===== config.mk =====
export PLATFORM = sky130hd
export DESIGN_NAME = integer_set_table
export DESIGN_NICKNAME = d
export VERILOG_FILES = /design/src/sv/ist_pkg.sv /design/src/sv/integer_set_table.sv
export SDC_FILE = /design/constraint.sdc
export NUM_CORES = 2
export LEC_CHECK = 0
export BUFFER_PORTS_ARGS = -buffer_cell sky130_fd_sc_hd__buf_4
export CAP_MARGIN = 10
export CORE_MARGIN = 5
export CORE_UTILIZATION = 63
export CTS_CLUSTER_SIZE = 40
export DETAILED_ROUTE_END_ITERATION = 8
export PLACE_DENSITY = 0.76
export SLEW_MARGIN = 0
export SYNTH_ARGS = -nofsm -noshare
export SYNTH_HDL_FRONTEND = slang
export SYNTH_SLANG_ARGS = --single-unit

===== constraint.sdc =====
create_clock -name clk -period 6.2 [get_ports clk]
set_input_delay 0.93 -clock clk [delete_from_list [all_inputs] [get_ports clk]]
set_output_delay 0.93 -clock clk [all_outputs]
set_load 0.02 [all_outputs]

===== src/sv/ist_pkg.sv =====
// Package for the integer set table: request codes and the beat types of
// the request and result channels. No dependencies.
package ist_pkg;

  localparam logic [1:0] REQ_INSERT = 2'd0;
  localparam logic [1:0] REQ_REMOVE = 2'd1;
  localparam logic [1:0] REQ_QUERY  = 2'd2;
  // The spare selector behaves as a membership query.
  localparam logic [1:0] REQ_SPARE  = 2'd3;

  localparam int VALUE_W = 32;
  localparam int COUNT_W = 7;

  typedef struct packed {
    logic [1:0]                req_type;
    logic signed [VALUE_W-1:0] item_value;
  } in_t;

  typedef struct packed {
    logic               was_present;
    logic [COUNT_W-1:0] element_count;
    logic               rejected_full;
  } out_t;

endpackage


===== src/sv/integer_set_table.sv =====
// Integer set table: unordered set of distinct 32-bit values, one memory
// scanned by a single compare unit. Depends on ist_pkg.
// Scan: reads one held entry per cycle; a remove that hits then fetches the last
// entry and moves it into the freed slot.
// Flow: one request at a time; a new one is taken only after the result is loaded.
// Reset: rst_n, synchronous, empties the set; memory contents are not cleared.
module integer_set_table #(
  parameter int DEPTH = 64
) (
  input  logic          clk,
  input  logic          rst_n,
  input  logic          in_valid,
  output logic          in_ready,
  input  ist_pkg::in_t  in_data,
  output logic          out_valid,
  input  logic          out_ready,
  output ist_pkg::out_t out_data
);

  localparam int CNT_W = $clog2(DEPTH + 1);
  localparam int IDX_W = (DEPTH > 1) ? $clog2(DEPTH) : 1;
  localparam logic [CNT_W-1:0] FULL_CNT = CNT_W'(DEPTH);

  typedef enum logic [4:0] {
    S_IDLE  = 5'b00001,
    S_SCAN  = 5'b00010,
    S_FETCH = 5'b00100,
    S_MOVE  = 5'b01000,
    S_DONE  = 5'b10000
  } state_t;

  logic [ist_pkg::VALUE_W-1:0] mem [DEPTH];

  state_t                      state_r, state_nxt;
  logic [CNT_W-1:0]            count_r, count_nxt;
  logic [CNT_W-1:0]            issue_idx_r, issue_idx_nxt;
  logic                        rd_vld_r, rd_vld_nxt;
  logic [IDX_W-1:0]            rd_idx_r;
  logic [ist_pkg::VALUE_W-1:0] rd_data_r;
  logic [1:0]                  req_r;
  logic [ist_pkg::VALUE_W-1:0] val_r;
  logic                        present_r, present_nxt;
  logic                        reject_r, reject_nxt;
  logic [IDX_W-1:0]            slot_r, slot_nxt;
  logic                        out_valid_r, out_valid_nxt;
  ist_pkg::out_t               out_r;

  logic                        issue;
  logic                        hit;
  logic [IDX_W-1:0]            rd_addr;
  logic                        wr_en;
  logic [IDX_W-1:0]            wr_addr;
  logic [ist_pkg::VALUE_W-1:0] wr_data;
  logic                        load_out;

  assign in_ready  = (state_r == S_IDLE);
  assign out_valid = out_valid_r;
  assign out_data  = out_r;

  assign issue    = (issue_idx_r != count_r);
  assign hit      = rd_vld_r && (rd_data_r == val_r);
  assign load_out = (state_r == S_DONE) && (!out_valid_r || out_ready);

  always_comb begin
    state_nxt     = state_r;
    count_nxt     = count_r;
    issue_idx_nxt = issue_idx_r;
    rd_vld_nxt    = 1'b0;
    present_nxt   = present_r;
    reject_nxt    = reject_r;
    slot_nxt      = slot_r;
    rd_addr       = issue_idx_r[IDX_W-1:0];
    wr_en         = 1'b0;
    wr_addr       = slot_r;
    wr_data       = rd_data_r;
    case (state_r)
      S_IDLE: begin
        if (in_valid) begin
          state_nxt     = S_SCAN;
          issue_idx_nxt = '0;
          present_nxt   = 1'b0;
          reject_nxt    = 1'b0;
        end
      end
      S_SCAN: begin
        if (hit) begin
          present_nxt = 1'b1;
          slot_nxt    = rd_idx_r;
          if (req_r == ist_pkg::REQ_REMOVE) begin
            count_nxt = count_r - CNT_W'(1);
            state_nxt = S_FETCH;
          end else begin
            state_nxt = S_DONE;
          end
        end else if (!issue && !rd_vld_r) begin
          // Scan finished without a match.
          state_nxt = S_DONE;
          if (req_r == ist_pkg::REQ_INSERT) begin
            if (count_r == FULL_CNT) begin
              reject_nxt = 1'b1;
            end else begin
              wr_en     = 1'b1;
              wr_addr   = count_r[IDX_W-1:0];
              wr_data   = val_r;
              count_nxt = count_r + CNT_W'(1);
            end
          end
        end else if (issue) begin
          rd_vld_nxt    = 1'b1;
          issue_idx_nxt = issue_idx_r + CNT_W'(1);
        end
      end
      S_FETCH: begin
        // The count has already dropped, so it now points at the last entry.
        rd_addr   = count_r[IDX_W-1:0];
        state_nxt = S_MOVE;
      end
      S_MOVE: begin
        wr_en     = 1'b1;
        state_nxt = S_DONE;
      end
      S_DONE: begin
        if (load_out) begin
          state_nxt = S_IDLE;
        end
      end
      default: begin
        state_nxt = S_IDLE;
      end
    endcase
  end

  always_comb begin
    out_valid_nxt = out_valid_r;
    if (out_valid_r && out_ready) begin
      out_valid_nxt = 1'b0;
    end
    if (load_out) begin
      out_valid_nxt = 1'b1;
    end
  end

  always_ff @(posedge clk) begin
    if (wr_en) begin
      mem[wr_addr] <= wr_data;
    end
    rd_data_r <= mem[rd_addr];
  end

  always_ff @(posedge clk) begin
    if (!rst_n) begin
      state_r     <= S_IDLE;
      count_r     <= '0;
      rd_vld_r    <= 1'b0;
      out_valid_r <= 1'b0;
    end else begin
      state_r     <= state_nxt;
      count_r     <= count_nxt;
      rd_vld_r    <= rd_vld_nxt;
      out_valid_r <= out_valid_nxt;
    end
  end

  always_ff @(posedge clk) begin
    issue_idx_r <= issue_idx_nxt;
    rd_idx_r    <= issue_idx_r[IDX_W-1:0];
    present_r   <= present_nxt;
    reject_r    <= reject_nxt;
    slot_r      <= slot_nxt;
    if (in_valid && in_ready) begin
      req_r <= in_data.req_type;
      val_r <= $unsigned(in_data.item_value);
    end
    if (load_out) begin
      out_r.was_present   <= present_r;
      out_r.element_count <= ist_pkg::COUNT_W'(count_r);
      out_r.rejected_full <= reject_r;
    end
  end

`ifndef SYNTHESIS
  a_busy_after_accept: assert property (@(posedge clk) disable iff (!rst_n)
    in_valid && in_ready |=> !in_ready)
    else $error("request accepted while a previous one was in progress");

  a_count_bound: assert property (@(posedge clk) disable iff (!rst_n)
    count_r <= FULL_CNT)
    else $error("element count exceeds table depth");

  a_reject_absent: assert property (@(posedge clk) disable iff (!rst_n)
    out_valid && out_data.rejected_full |-> !out_data.was_present)
    else $error("rejection reported for a value already present");

  a_read_in_scan: assert property (@(posedge clk) disable iff (!rst_n)
    rd_vld_r |-> state_r == S_SCAN)
    else $error("scan read in flight outside the scan");
`endif

endmodule

==> results_dict.tcl <==
set metrics [dict create \
    grt_max_degree 95 \
    cts_tree "yes" \
    antenna_found_initial 23 \
    yosysTopAreaCellShare_pct 75.11 \
    slew_headroom_pct 11.70 \
    num_vias 52780 \
    synthCells 5592 \
    rrSetupSlack_ns 0.86 \
    grt_pass1_wl_um 355800 \
    dp_hpwl_um 153600 \
    p_leak_nw 31.61 \
    ant_nets 0 \
    skew_ns 0.04252 \
    yosysMostFrequentCell "edfxtp_1" \
    ys_types 75 \
    required_ns 6.75 \
    slew_violations 0 \
    design.core.area_um2 133100 \
    finalHoldViolations 0 \
    synth_edf_count 2106 \
    synthArstFlopShare_pct 0 \
    area_growth_pct 12.46 \
    first_global_vias 50310 \
    grt_setup_unrepaired "no" \
    postCtsSetupRepairBufs 0 \
    cp_max_fo 22 \
    worst_slew_pin_slew_ns 1.308 \
    vdd_drop_max_v 0.0003207 \
    cts.repair.resized 0 \
    syn-num-nets 5637 \
    numCtsBuffers 205 \
    first_pass_iters 7 \
    io_buffers 48 \
    die_w_um 375.6 \
    yosysWarnings 0 \
    synth_common_cells "edfxtp_1, nand2_1, nand3_1" \
    syn_avg_cell_area_um2 15.06 \
    drv_cap 0 \
    gp_congestion 0.9543 \
    root_buffer "clkbuf_16" \
    timing.fmax_mhz 187.2 \
    arrival_ns 5.89 \
    wl_um 250600 \
    finalCritPeriodShare_pct 86.18 \
    clk_pin_slew_ns 0.07 \
    io_pins 49 \
    final.setup.tns_ns 0 \
    critPathKind "reg -> reg" \
    clk_path_buf_depth 3 \
    cp-end-kind "register" \
    viasPerCell 6.859 \
    period_needed_ns 5.343 \
    p_per_area_nw_per_um2 360.1 \
    grt_use_total_pct 35.32 \
    syn_area_um2 84200 \
    die_area_um2 141100 \
    hold_path_class "in -> reg" \
    worstSkewPairLatency_ns 0.86 \
    synth_area_leaders "edfxtp_1, nand2_1, mux2i_1" \
    timing.hold.ws_ns 0.2438 \
    setup_violations 0 \
    final_nets 5795 \
    drtIter0Drc 8685 \
    holdBufCountCts 0 \
    synth_top_area_cell "edfxtp_1" \
    grt_overflow 0 \
    cts_htree_levels 4 \
    crit_path_start_kind "register" \
    clock-sinks 2158 \
    die_y_um 375.6 \
    start_util_pct 63.25 \
    status "finished clean" \
    synth_ff_type "edfxtp_1" \
    wire_per_inst_um 32.56 \
    ys_ff_latch 2158 \
    remaining_drc_errors 0 \
    rows 134 \
    final_layout_size_suffix_gt1_share_pct 13.39 \
    yosysSeqAreaShare_pct 76.35 \
]
per-stage QoR:
stage                     instance area (µm²)  std cells  setup WS (ns)  util, %  power [W]
after floorplan                         84200       5592         0.9756        -    0.01978
after global placement                  87970       7308          1.082    66.08    0.02166
after detailed placement                87970       7308         0.9903    66.08    0.02176
after CTS                               94640       7687          1.002    71.09    0.03396
after global routing                    94670       7691         0.6371    71.12    0.03488
final                                   94690       7696         0.8567    71.13    0.03410
cell families after synthesis:
kind of cell	count (synthesis)	synth area share [%]
mux	339	5.448
fa+ha+maj	7	0.1129
compound gates	685	5.519
flops	2158	76.35
xor+xnor	49	0.5097
buf+inv	339	1.759
simple gates	2015	10.30
final cells by class:
cell class / count / area [µm²]
Antenna cell: 6 / 15.01
Clock buffer: 252 / 5379
Clock inverter: 127 / 1296
Fill cell: 8135 / 38440
Inverter: 11 / 41.29
Multi-Input combinational cell: 3095 / 19130
Sequential cell: 2158 / 64280
Tap cell: 1768 / 2212
Timing Repair Buffer: 279 / 2327
report_power, final:
group          leakage, nW  internal (W)  switching, W
logic                 8.90      0.000880       0.00335
registers             19.5        0.0173      0.000134
clock network         3.24       0.00702       0.00542
total                 31.6        0.0252       0.00891
worst max-delay path, stage by stage, from the launching register on:
cell and delay [ns]:
edfxtp_1 0.56, xor2_1 0.21, nor4_1 0.31, nand4_1 0.21, nor3_1 0.59, nand3_2 0.34
mux2i_2 0.79, buf_4 0.38, nand2b_1 0.49, nor2_4 0.87, buf_4 0.29
layout by cell type, fill, tap and decap left out, types with 95 or more instances in the layout:
| master | n |
|---|---|
| a21oi_1 | 165 |
| a31oi_1 | 100 |
| buf_4 | 258 |
| clkbuf_16 | 207 |
| edfxtp_1 | 2106 |
| mux2i_1 | 239 |
| mux4_2 | 95 |
| nand2_1 | 1255 |
| nand3_1 | 365 |
| nand4_1 | 102 |
state kept, by name, summed over array words and instances (netlist names):
| signal | flops |
|---|---|
| count_r | 7 |
| issue_idx_r | 7 |
| mem | 2048 |
| out_data | 9 |
| out_valid | 1 |
| present_r | 1 |
| rd_data_r | 32 |
| rd_idx_r | 6 |
| rd_vld_r | 1 |
| reject_r | 1 |
| req_r | 2 |
| slot_r | 6 |
| state_r | 5 |
| val_r | 32 |
per-layer routing:
layer | global-route usage (%) | part of all wire (%) | vias up
li1 | - | - | 21760
met1 | 47.97 | 35 | 25990
met2 | 52.80 | 45 | 4234
met3 | 10.63 | 14 | 783
met4 | 17.71 | 6.0 | 20
met5 | 0 | 0.046 | -
final timing paths:
kind	startpoint	endpoint	cells past startpoint
max	issue_idx_r[0]	mem[0][11]	10
min	in_data[11]	val_r[11]	1
max reg2reg	issue_idx_r[0]	mem[0][11]	10
min reg2reg	rd_idx_r[2]	slot_r[2]	0
No activity file was read; power rests on OpenSTA's default activity.
